**config.mk**
```make
export PLATFORM = sky130hd
export DESIGN_NAME = gba_ring
export DESIGN_NICKNAME = d
export VERILOG_FILES = /design/src/design/gba_pkg.sv /design/src/design/gba_ring.sv
export SDC_FILE = /design/constraint.sdc
export NUM_CORES = 1
export LEC_CHECK = 0
export ABC_CLOCK_PERIOD_IN_PS = 12650
export BUFFER_PORTS_ARGS = -buffer_cell sky130_fd_sc_hd__buf_4
export CORE_UTILIZATION = 65
export DETAILED_ROUTE_END_ITERATION = 10
export PLACE_DENSITY_LB_ADDON = 0.05
export SETUP_SLACK_MARGIN = 0.2
export SYNTH_ARGS = -nofsm -noshare
export SYNTH_HDL_FRONTEND = slang
export SYNTH_SLANG_ARGS = --single-unit
```
**constraint.sdc**
```tcl
create_clock -name clk -period 12.65 [get_ports clk]
set_input_delay 0 -clock clk [delete_from_list [all_inputs] [get_ports clk]]
set_output_delay 0 -clock clk [all_outputs]
set_load 0.02 [all_outputs]
```
**src/design/gba_pkg.sv**
```systemverilog
// Shared types and constants for the gyro boxcar average with offset core.
// No dependencies; every other design file imports this package.
package gba_pkg;

	localparam int WINDOW    = 10;
	localparam int CAL_COUNT = 1000;

	localparam int SAMPLE_W = 16;
	localparam int RING_W   = 3 * SAMPLE_W;
	localparam int IDX_W    = (WINDOW > 1) ? $clog2(WINDOW) : 1;
	localparam int TOTAL_W  = 20;
	localparam int SUM_W    = 26;
	localparam int CNT_W    = 10;
	localparam int MAG_W    = 25;
	localparam int RECIP_W  = MAG_W + 1;
	localparam int DIV_W    = 10;
	localparam int DIFF_W   = SAMPLE_W + 2;

	// Reciprocals scaled by 2^MAG_W; one compare and subtract corrects the quotient.
	localparam logic [RECIP_W-1:0] RECIP_WIN = RECIP_W'((2 ** MAG_W) / WINDOW);
	localparam logic [RECIP_W-1:0] RECIP_CAL = RECIP_W'((2 ** MAG_W) / CAL_COUNT);
	localparam logic [DIV_W-1:0]   DIV_WIN   = DIV_W'(WINDOW);
	localparam logic [DIV_W-1:0]   DIV_CAL   = DIV_W'(CAL_COUNT);

	// Configuration port.
	localparam int PADDR_W   = 3;
	localparam int REG_IDX_W = 1;
	localparam logic [REG_IDX_W-1:0] REG_AVERAGE_ENABLE = 1'b0;

	localparam logic ACTION_MEASURE = 1'b0;
	localparam logic ACTION_CAL     = 1'b1;

	typedef enum logic [2:0] {
		KIND_NONE,
		KIND_RAW,
		KIND_AVG,
		KIND_CAL,
		KIND_CAL_DONE
	} kind_t;

	typedef struct packed {
		logic                       action;
		logic signed [SAMPLE_W-1:0] rate_x;
		logic signed [SAMPLE_W-1:0] rate_y;
		logic signed [SAMPLE_W-1:0] rate_z;
	} in_beat_t;

	typedef struct packed {
		logic signed [SAMPLE_W-1:0] corrected_x;
		logic signed [SAMPLE_W-1:0] corrected_y;
		logic signed [SAMPLE_W-1:0] corrected_z;
		logic                       calibration_done;
	} out_beat_t;

	// Pipeline control shared by the three axis lanes.
	typedef struct packed {
		logic  adv;
		kind_t k_s1;
		kind_t k_s2;
		kind_t k_s3;
		kind_t k_s4;
		kind_t k_s5;
	} lane_ctl_t;

endpackage

```
**src/design/gba_ring.sv**
```systemverilog
// Sample ring: WINDOW entries of three samples in a memory with a registered read.
// Depends on gba_pkg. Entries never written read back as zero through valid bits.
module gba_ring (
	input  logic                       clk,
	input  logic                       arst_n,
	input  logic                       rd_en,
	input  logic                       step,
	input  logic                       wr_en,
	input  logic [gba_pkg::RING_W-1:0] wr_data,
	output logic [gba_pkg::RING_W-1:0] rd_data
);
	import gba_pkg::*;

	logic [RING_W-1:0] mem [WINDOW];
	logic [WINDOW-1:0] vld_q;
	logic [IDX_W-1:0]  pos_q;
	logic [IDX_W-1:0]  rd_addr_q;
	logic [RING_W-1:0] rd_q;
	logic              rd_vld_q;

	always_ff @(posedge clk or negedge arst_n) begin
		if (!arst_n) begin
			pos_q    <= '0;
			vld_q    <= '0;
			rd_vld_q <= 1'b0;
		end else begin
			if (rd_en) begin
				rd_vld_q <= vld_q[pos_q];
			end
			if (step) begin
				pos_q <= (pos_q == IDX_W'(WINDOW - 1)) ? '0 : pos_q + 1'b1;
			end
			if (wr_en) begin
				vld_q[rd_addr_q] <= 1'b1;
			end
		end
	end

	// The write goes back to the entry read for the same item.
	always_ff @(posedge clk) begin
		if (wr_en) begin
			mem[rd_addr_q] <= wr_data;
		end
		if (rd_en) begin
			rd_q      <= mem[pos_q];
			rd_addr_q <= pos_q;
		end
	end

	assign rd_data = rd_vld_q ? rd_q : '0;

	a_pos_range: assert property (@(posedge clk) disable iff (!arst_n)
		pos_q <= IDX_W'(WINDOW - 1))
		else $error("ring position beyond window");
	a_no_overlap: assert property (@(posedge clk) disable iff (!arst_n)
		wr_en |-> (rd_addr_q != pos_q))
		else $error("write back collides with next read entry");
	a_vld_set: assert property (@(posedge clk) disable iff (!arst_n)
		wr_en |=> vld_q[$past(rd_addr_q)])
		else $error("written entry not marked valid");

endmodule

```
==> metrics <==
worst setup path startpoint pos_q[0]; r2r setup slk 9550 ps; RD Place Congestion 0.706; depth of the CTS H-tree 2; Mapped Cells 937; Max Freq 322 MHz; TritonCTS clock tree done; library cells used by synthesis 33; share of cells above drive strength 1 0.269; final setup skew 14.0 ps; initial antenna violation count 0; result of the run complete, but fails checks; Period minus WS final 3100 ps; global-route wire length before repair 60700 µm; transition time at the pin with the least slew margin 1170 ps; termination of the worst setup path rd_q[22]; Post-DRT Antenna Nets 0; Iter 0 DRT Violations slightly above 900; share of synthesized area occupied by flip-flops and latches 0.796; cell area power density 211 mW/mm²; core area 0.0308 mm²; Longest Clk Path Bufs 3; Critical Path Fanout Max approximately 110; total wire length 40100 µm; Period Utilization, post-route 0.245; die width 180 µm; r2r startpoint pos_q[0]; I/O pins around 100; Die Ht 180 µm; total of endpoints with negative setup slack in the final report 0; area share of the largest cell type after synthesis 0.777; GRT Total Usage 0.256; total clock buffers created by CTS 52; total gr overflow 0; Avg Cell Area, Syn around 22 µm²; average via count per standard cell 6.28; area growth from synthesis to final layout 15.8%; Avg WL per Cell 25.9 µm; crit path cell chain buf_12, mux4_2, a22oi_1, o21ai_0; total of cells resized after clock tree synthesis 0; CTS hold repair buffers 52; Fin. Hold Viols 0; largest voltage drop on the vdd net 0.166 mV; net count after synthesis 990; Post-CTS Setup Inserts 0; RSZ-0062 raised after global routing no; end-of-flow core utilization 0.772; Post-DP HPWL 19700 µm; Skew-Pair Late Insertion Delay 560 ps; Starting Density 0.667; final total negative setup slack 0 ps; Critical Path End Type register; worst min path class primary input to register; Slew Viols, Final 0; count of synthesis-stage warnings from yosys 0; Total Die Area ~0.032 mm²; DRC errors left 7; biggest cell delay along the critical path 1000 ps; end of the worst register-to-register path rd_q[22]; Cell Rows 64; detailed-routing iteration count for the pre-antenna-repair pass 8; total via count in the routed design between 9000 and 10000; EDFF count, synth 532; Worst path slowest cell dfrtp_4; cell at the root of the clock tree clkbuf_16; buffers added on ports 100; prevailing post-synth register cell edfxtp_1; largest cells by area after synthesis edfxtp_1, mux4_2, mux2i_1; reported max-cap violation count 0; leakage dissipation around 7.9 nW; Num Clock Sinks 547; type of element launching the critical path register; critical path data required time between 10000 and 15000 ps; vias in the first global route 10019; clock slew seen by the registers of the worst setup and hold paths 60 ps; Synth Cell Area slightly above 0.02 mm²; antenna cells 0; dominant cell type by area after synthesis edfxtp_1; pin count of the biggest net entering global routing 110; post-synthesis register bit count 547; arrival time at the worst endpoint roughly 3400 ps; violated checks DRC; relative slew slack 0.220; count of cells along the worst register-to-register path 4; final net count 1166; Synth async-reset ratio 0.0274; worst hold path stage count 3; CP Class register to register
## critical path, delay by kind of cell, from the launching register on
kind | cells | cell delay [ps]
AOI/OAI and AO/OA | 2 | 350
buffers and inverters | 1 | 690
DFF | 1 | 1000
muxes | 1 | 610
## cell usage in the layout, fill, tap and decap left out, types with 12 or more instances in the layout
master / Yosys / layout
dlygate4sd3_1: 0 / 52
dfrtp_1: 15 / 12
and2_1: 48 / 48
a22oi_1: 47 / 47
buf_4: 7 / 119
clkbuf_1: 22 / 14
edfxtp_1: 532 / 532
o21ai_0: 39 / 39
mux2i_1: 51 / 51
clkbuf_16: 0 / 53
mux4_2: 96 / 96
clkinv_1: 0 / 13
## flip-flops by register name, indices dropped and copies added, names as in the netlist
register	cells
mem	480
pos_q	4
rd_addr_q	4
rd_q	48
rd_vld_q	1
vld_q	10
## cells by family after synthesis
family,count (synthesis),synth area share
flops,547,0.796
buf+inv,53,0.0158
xor+xnor,2,0.000853
simple gates,85,0.0245
compound gates,101,0.0314
mux,149,0.132
## worst min path at each step
stage,start,endpoint
global route,wr_en,mem[9][35]
finish,wr_en,mem[9][35]
floorplan,arst_n,pos_q[0]
global placement,arst_n,vld_q[5]
CTS,wr_en,mem[9][35]
detailed placement,arst_n,vld_q[6]
## synth_stat cells (all sizes together), types with 4 or more instances
library cell and count:
edfxtp 532, mux4 97, mux2i 51, o21ai 49, a22oi 48, and2 48
buf 28, clkbuf 22, dfrtp 15, or2 10, nor2 9, nand2b 4
## metal layers
layer | track usage | vias up | part of all wire
li1 | - | 4223 | -
met1 | 0.374 | 5046 | 0.42
met2 | 0.420 | 400 | 0.50
met3 | 0.0330 | 53 | 0.066
met4 | 0.0693 | 0 | 0.017
met5 | 0 | - | 0
## final cells by class
class | instances | area [µm²]
repair buffers | 172 | 1430
flip-flops and latches | 547 | 16400
fillers | 1635 | 7040
clock buffers | 69 | 1410
inverters | 3 | 11.3
well taps | 396 | 495
clock inverters | 23 | 128
multi-input cells | 337 | 3960
## report_power, final
| group | internal (mW) | switching, mW | total [mW] |
|---|---|---|---|
| combinational | 0.584 | 0.647 | 1.23 |
| clock | 0.795 | 0.609 | 1.40 |
| sequential | 2.23 | 0.146 | 2.37 |
## metrics by stage
stage / setup WS, ps / power (mW) / instances / cell area (µm²) / hold WS, ps
floorplan: 7930 / 3.26 / 937 / 20600 / -296
global placement: 9590 / 3.61 / 1403 / 21700 / -139
detailed placement: 9580 / 3.64 / 1403 / 21700 / -134
CTS: 9530 / 5.05 / 1547 / 23800 / 122
global route: 9390 / 5.21 / 1547 / 23800 / 164
finish: 9550 / 5.01 / 1547 / 23800 / 131
No activity file was read; power rests on OpenSTA's default activity.
