## src/design/gba_pkg.sv

```systemverilog
// Shared types and constants for the gyro boxcar average with offset core.
// No dependencies; every other design file imports this package.
package gba_pkg;

	localparam int WINDOW    = 10;
	localparam int CAL_COUNT = 1000;

	localparam int SAMPLE_W = 16;
	localparam int RING_W   = 3 * SAMPLE_W;
	localparam int IDX_W    = (WINDOW > 1) ? $clog2(WINDOW) : 1;
	localparam int TOTAL_W  = 20;
	localparam int SUM_W    = 26;
	localparam int CNT_W    = 10;
	localparam int MAG_W    = 25;
	localparam int RECIP_W  = MAG_W + 1;
	localparam int DIV_W    = 10;
	localparam int DIFF_W   = SAMPLE_W + 2;

	// Reciprocals scaled by 2^MAG_W; one compare and subtract corrects the quotient.
	localparam logic [RECIP_W-1:0] RECIP_WIN = RECIP_W'((2 ** MAG_W) / WINDOW);
	localparam logic [RECIP_W-1:0] RECIP_CAL = RECIP_W'((2 ** MAG_W) / CAL_COUNT);
	localparam logic [DIV_W-1:0]   DIV_WIN   = DIV_W'(WINDOW);
	localparam logic [DIV_W-1:0]   DIV_CAL   = DIV_W'(CAL_COUNT);

	// Configuration port.
	localparam int PADDR_W   = 3;
	localparam int REG_IDX_W = 1;
	localparam logic [REG_IDX_W-1:0] REG_AVERAGE_ENABLE = 1'b0;

	localparam logic ACTION_MEASURE = 1'b0;
	localparam logic ACTION_CAL     = 1'b1;

	typedef enum logic [2:0] {
		KIND_NONE,
		KIND_RAW,
		KIND_AVG,
		KIND_CAL,
		KIND_CAL_DONE
	} kind_t;

	typedef struct packed {
		logic                       action;
		logic signed [SAMPLE_W-1:0] rate_x;
		logic signed [SAMPLE_W-1:0] rate_y;
		logic signed [SAMPLE_W-1:0] rate_z;
	} in_beat_t;

	typedef struct packed {
		logic signed [SAMPLE_W-1:0] corrected_x;
		logic signed [SAMPLE_W-1:0] corrected_y;
		logic signed [SAMPLE_W-1:0] corrected_z;
		logic                       calibration_done;
	} out_beat_t;

	// Pipeline control shared by the three axis lanes.
	typedef struct packed {
		logic  adv;
		kind_t k_s1;
		kind_t k_s2;
		kind_t k_s3;
		kind_t k_s4;
		kind_t k_s5;
	} lane_ctl_t;

endpackage

```

## src/design/gba_lane.sv

```systemverilog
// One axis lane: window total, calibration sum, constant division, offset and saturation.
// Depends on gba_pkg; stages are steered by the shared lane_ctl_t from the top level.
module gba_lane (
	input  logic                              clk,
	input  logic                              arst_n,
	input  gba_pkg::lane_ctl_t                ctl,
	input  logic signed [gba_pkg::SAMPLE_W-1:0] sample,
	input  logic signed [gba_pkg::SAMPLE_W-1:0] old_sample,
	output logic signed [gba_pkg::SAMPLE_W-1:0] corrected
);
	import gba_pkg::*;

	logic signed [TOTAL_W-1:0]  total_q;
	logic signed [SUM_W-1:0]    cal_sum_q;
	logic signed [SAMPLE_W-1:0] offset_q;

	logic signed [TOTAL_W-1:0] total_nx;
	logic signed [SUM_W-1:0]   sum_nx;
	logic signed [SUM_W-1:0]   val_nx;

	logic signed [SUM_W-1:0] val_s2;
	logic                    neg_s3;
	logic [MAG_W-1:0]        mag_s3;
	logic [MAG_W-1:0]        q0_s4;
	logic [MAG_W-1:0]        mag_s4;
	logic                    neg_s4;
	logic signed [SUM_W-1:0] quo_s5;
	logic signed [SAMPLE_W-1:0] corrected_q;

	logic [SUM_W-1:0]         abs_s2;
	logic [RECIP_W-1:0]       recip;
	logic [MAG_W+RECIP_W-1:0] prod;
	logic [DIV_W-1:0]         divisor;
	logic [MAG_W+DIV_W-1:0]   qd;
	logic [MAG_W-1:0]         rem;
	logic [MAG_W-1:0]         q_fix;
	logic [MAG_W-1:0]         quo_mag;
	logic [SUM_W-1:0]         quo_ext;
	logic signed [DIFF_W-1:0] diff;
	logic signed [SAMPLE_W-1:0] sat;

	always_comb begin
		total_nx = total_q + TOTAL_W'(sample) - TOTAL_W'(old_sample);
		sum_nx   = cal_sum_q + SUM_W'(sample);
		case (ctl.k_s1)
			KIND_AVG:      val_nx = SUM_W'(total_nx);
			KIND_RAW:      val_nx = SUM_W'(sample);
			KIND_CAL_DONE: val_nx = sum_nx;
			default:       val_nx = '0;
		endcase
	end

	always_comb begin
		abs_s2  = val_s2[SUM_W-1] ? SUM_W'(-val_s2) : SUM_W'(val_s2);
		recip   = (ctl.k_s3 == KIND_AVG) ? RECIP_WIN : RECIP_CAL;
		prod    = mag_s3 * recip;
		divisor = (ctl.k_s4 == KIND_AVG) ? DIV_WIN : DIV_CAL;
		qd      = q0_s4 * divisor;
		rem     = mag_s4 - qd[MAG_W-1:0];
		q_fix   = (rem >= MAG_W'(divisor)) ? q0_s4 + 1'b1 : q0_s4;
		quo_mag = (ctl.k_s4 == KIND_RAW) ? mag_s4 : q_fix;
		quo_ext = {1'b0, quo_mag};
		diff    = DIFF_W'(signed'(quo_s5[SAMPLE_W:0])) - DIFF_W'(offset_q);
		if (diff > DIFF_W'(32767)) begin
			sat = 16'sh7fff;
		end else if (diff < -DIFF_W'(32768)) begin
			sat = 16'sh8000;
		end else begin
			sat = diff[SAMPLE_W-1:0];
		end
	end

	always_ff @(posedge clk or negedge arst_n) begin
		if (!arst_n) begin
			total_q   <= '0;
			cal_sum_q <= '0;
			offset_q  <= '0;
		end else if (ctl.adv) begin
			if (ctl.k_s1 == KIND_AVG) begin
				total_q <= total_nx;
			end
			if (ctl.k_s1 == KIND_CAL) begin
				cal_sum_q <= sum_nx;
			end else if (ctl.k_s1 == KIND_CAL_DONE) begin
				cal_sum_q <= '0;
			end
			if (ctl.k_s5 == KIND_CAL_DONE) begin
				offset_q <= quo_s5[SAMPLE_W-1:0];
			end
		end
	end

	always_ff @(posedge clk) begin
		if (ctl.adv) begin
			val_s2 <= val_nx;
			neg_s3 <= val_s2[SUM_W-1];
			mag_s3 <= abs_s2[MAG_W-1:0];
			q0_s4  <= prod[MAG_W +: MAG_W];
			mag_s4 <= mag_s3;
			neg_s4 <= neg_s3;
			quo_s5 <= neg_s4 ? signed'(-quo_ext) : signed'(quo_ext);
			if (ctl.k_s5 == KIND_RAW || ctl.k_s5 == KIND_AVG) begin
				corrected_q <= sat;
			end else begin
				corrected_q <= '0;
			end
		end
	end

	assign corrected = corrected_q;

endmodule

```

## config.mk

```make
export PLATFORM = sky130hd
export DESIGN_NAME = gba_lane
export DESIGN_NICKNAME = d
export VERILOG_FILES = /design/src/design/gba_pkg.sv /design/src/design/gba_lane.sv
export SDC_FILE = /design/constraint.sdc
export NUM_CORES = 2
export LEC_CHECK = 0
export BUFFER_PORTS_ARGS = -buffer_cell sky130_fd_sc_hd__buf_2
export CORE_ASPECT_RATIO = 0.75
export CORE_UTILIZATION = 52
export CTS_BUF_LIST = sky130_fd_sc_hd__clkbuf_8
export DETAILED_ROUTE_END_ITERATION = 16
export PLACE_DENSITY = 0.72
export SYNTH_ARGS = -nofsm -noshare
export SYNTH_HDL_FRONTEND = slang
export SYNTH_SLANG_ARGS = --single-unit
```

## constraint.sdc

```tcl
create_clock -name clk -period 8.7 [get_ports clk]
set_input_delay 0.435 -clock clk [delete_from_list [all_inputs] [get_ports clk]]
set_output_delay 0.435 -clock clk [all_outputs]
set_load 0.005 [all_outputs]
```

==> flow_metrics.env <==
export IMPL_status="completed"
export IMPL_seq_area_frac_synth=0.201
export IMPL_post_drt_wl_per_cell_um=17.3
export IMPL_rsz0062_at_grt="false"
export IMPL_remaining_drc_errors=0
export IMPL_synth_edf_count=133
export IMPL_dp_hpwl_mm=52.2
export IMPL_ctsHtreeMaxLevel=4
export IMPL_syn_to_final_growth_pct=6.48
export IMPL_r2r_setup_slack_ns=0.72
export IMPL_via_count=19200
export IMPL_drive_gt1_frac=0.0580
export IMPL_fin_crit_sh=0.926
export IMPL_grt_pass1_vias=20200
export IMPL_ys_ff_latch=195
export IMPL_slew_limit_headroom=0.356
export IMPL_ff_latch_area_sq_mm=0.00555
export IMPL_die_width_um=268
export IMPL_drv_cap=0
export IMPL_gp_congestion=0.926
export IMPL_synth_cell_type_count=82
export IMPL_syn_area_sq_mm=0.0276
export IMPL_initial_core_util=0.531
export IMPL_clk_path_buf_depth=2
export IMPL_worst_pin_slew_ns=0.967
export IMPL_netlist_instances=2792
export IMPL_dieArea_sq_mm=0.0539
export IMPL_io_pins=66
export IMPL_synth_top_area_cell="fa_1"
export IMPL_grt_pass1_wl_mm=104
export IMPL_ys_flop_type="edfxtp_1"
export IMPL_criticalPathCategory="in -> reg"
export IMPL_vias_per_cell=5.34
export IMPL_finalClockSkew_ns=0.0234
export IMPL_finalCriticalPeriod_ns=8.06
export IMPL_io_buffers=62
export IMPL_yosys_warnings=0
export IMPL_multiInputGateArea_sq_mm=0.0193
export IMPL_clkTransAtPathRegs_ns=0.11
export IMPL_grt_util_all_layers=0.244
export IMPL_cts_hold_buf=0
export IMPL_finalSetupTns_ns=0
export IMPL_clock_latency_ns=0.50
export IMPL_crit_slowest_cell="or3b_2"
export IMPL_hold_viol=0
export IMPL_drtAntennaViolNets=0
export IMPL_dieHeight_um=201
export IMPL_antenna_found_initial=1
export IMPL_cts_tree="yes"
export IMPL_max_freq_mhz=124
export IMPL_setup_viol=0
export IMPL_drt_pass1_iter_count=8
export IMPL_critPathMaxFanout=12
export IMPL_cts_root_buf="clkbuf_8"
export IMPL_post_cts_buffers=0
export IMPL_syn_avg_cell_area_sq_um=9.87
export IMPL_slew_violations=0
export IMPL_drt_iter0_drc=1427
export IMPL_core_area_sq_mm=0.0519
export IMPL_cp_arrival_ns=8.30
export IMPL_cp_common_cell="inv_1"
export IMPL_final_nets=3727
export IMPL_synth_top_area_frac=0.252
export IMPL_grt_max_degree=75
export IMPL_critPathRequiredTime_ns=8.94
export IMPL_numCtsBuffers=17
export IMPL_totalWireLength_mm=62.3
export IMPL_insertedDiodeCount=0
export IMPL_post_cts_resized=0
export IMPL_rows=72
export IMPL_cts_sinks=195
export IMPL_ys_top_cells_by_area="fa_1 (25%), ha_1 (20%), edfxtp_1 (14%)"
export IMPL_hp_class="in -> async"
export IMPL_n_fill_cell=4476
export IMPL_max_stage_delay_ns=0.62
export IMPL_cp_end_kind="flop"
export IMPL_overflow=0
export IMPL_start_kind="input pin"
export IMPL_async_flop_share=0.318
## metrics by stage
stage	utilization	cell area (sq um)	setup WS [ns]	hold WS, ns	instances
global route	0.565	29300	0.176	0.161	3601
detailed placement	0.558	29000	0.143	0.419	3569
CTS	0.565	29300	0.695	0.117	3601
floorplan	-	27600	0.909	0.139	2813
finish	0.565	29300	0.642	0.105	3601
global placement	0.558	29000	0.294	0.405	3569
## layout make-up
type	instances	share of cell area
Tap cell	703	0.0300
Sequential cell	195	0.189
Timing Repair Buffer	106	0.0221
Clock buffer	19	0.00891
Inverter	683	0.0874
Multi-Input combinational cell	1882	0.659
Clock inverter	13	0.00333
## Yosys cell counts, types with 14 or more instances
master    number
inv_1        682
ha_1         445
fa_1         347
nand2_1      143
edfxtp_1     133
o21ai_0      121
xnor2_1      114
a21oi_1      108
nor2_1        76
dfrtp_1       62
and2_1        53
clkbuf_1      47
xor2_1        44
a21o_1        38
nand3_1       29
a22o_1        21
o22ai_1       19
nand2b_1      18
a22oi_1       17
nor2b_1       17
o21bai_1      17
o31ai_1       17
nor3_1        16
and3_1        14
## placed cells by master, fill, tap and decap left out, types with 12 or more instances in the layout
cell type and count:
a21o_1 38, a21oi_1 107, a22o_1 21, a22oi_1 17, and2_1 53, and3_1 14, buf_2 61, buf_4 44
clkbuf_8 19, conb_1 23, dfrtp_1 62, edfxtp_1 133, fa_1 347, ha_1 445, inv_1 683, nand2_1 143
nand2b_1 18, nand3_1 29, nand4_1 12, nor2_1 76, nor2b_1 17, nor3_1 16, o21a_1 13, o21ai_0 121
o21bai_1 17, o22ai_1 19, o31ai_1 17, or3_1 12, xnor2_1 114, xor2_1 44
## metal layers
layer	global-route usage	up-vias	wire length, um
met5	0	-	12
met4	0.0496	2	864
met3	0.0310	72	3350
met2	0.383	483	28000
met1	0.361	9413	30000
li1	-	9257	-
## sequential cells by signal, summed over array words and instances, names as in the netlist
| register | flops |
|---|---|
| quo_s5 | 17 |
| neg_s3 | 1 |
| cal_sum_q | 26 |
| offset_q | 16 |
| total_q | 20 |
| neg_s4 | 1 |
| q0_s4 | 22 |
| mag_s3 | 25 |
| mag_s4 | 25 |
| corrected | 16 |
| val_s2 | 26 |
## final timing paths
kind	to	depth (start not counted)	start
worst max-delay path	quo_s5[8]$_DFFE_PP_	33	ctl[3]
worst min-delay path	offset_q[6]$_DFFE_PN0P_	2	arst_n
worst max register to register	quo_s5[8]$_DFFE_PP_	31	q0_s4[3]$_DFFE_PP_
worst min register to register	neg_s4$_DFFE_PP_	0	neg_s3$_DFFE_PP_
max in group asynchronous	cal_sum_q[2]$_DFFE_PN0P_	2	arst_n
min in group clk	corrected[15]$_SDFFCE_PP0P_	3	ctl[2]
## cell families after synthesis
| family | synth area share |
|---|---|
| muxes | 0.00577 |
| AOI/OAI and AO/OA | 0.109 |
| DFF | 0.201 |
| and+or+nand+nor | 0.0787 |
| xor gates and xnor gates | 0.0502 |
| other | 0.000273 |
| buffers and inverters | 0.100 |
| adders and majority gates | 0.454 |
## worst max-delay path, delay by kind of cell
kind / cells / cell delay (ns)
AND/OR/NAND/NOR: 7 / 2.07
AO/OA/AOI/OAI: 8 / 1.79
buffers and inverters: 8 / 0.72
adder cells (fa/ha/maj): 7 / 2.91
XOR/XNOR: 3 / 0.36
Power is left out: the tool's default activity adds up to more than one toggle a clock period on the data nets, which glitch-free logic cannot reach.
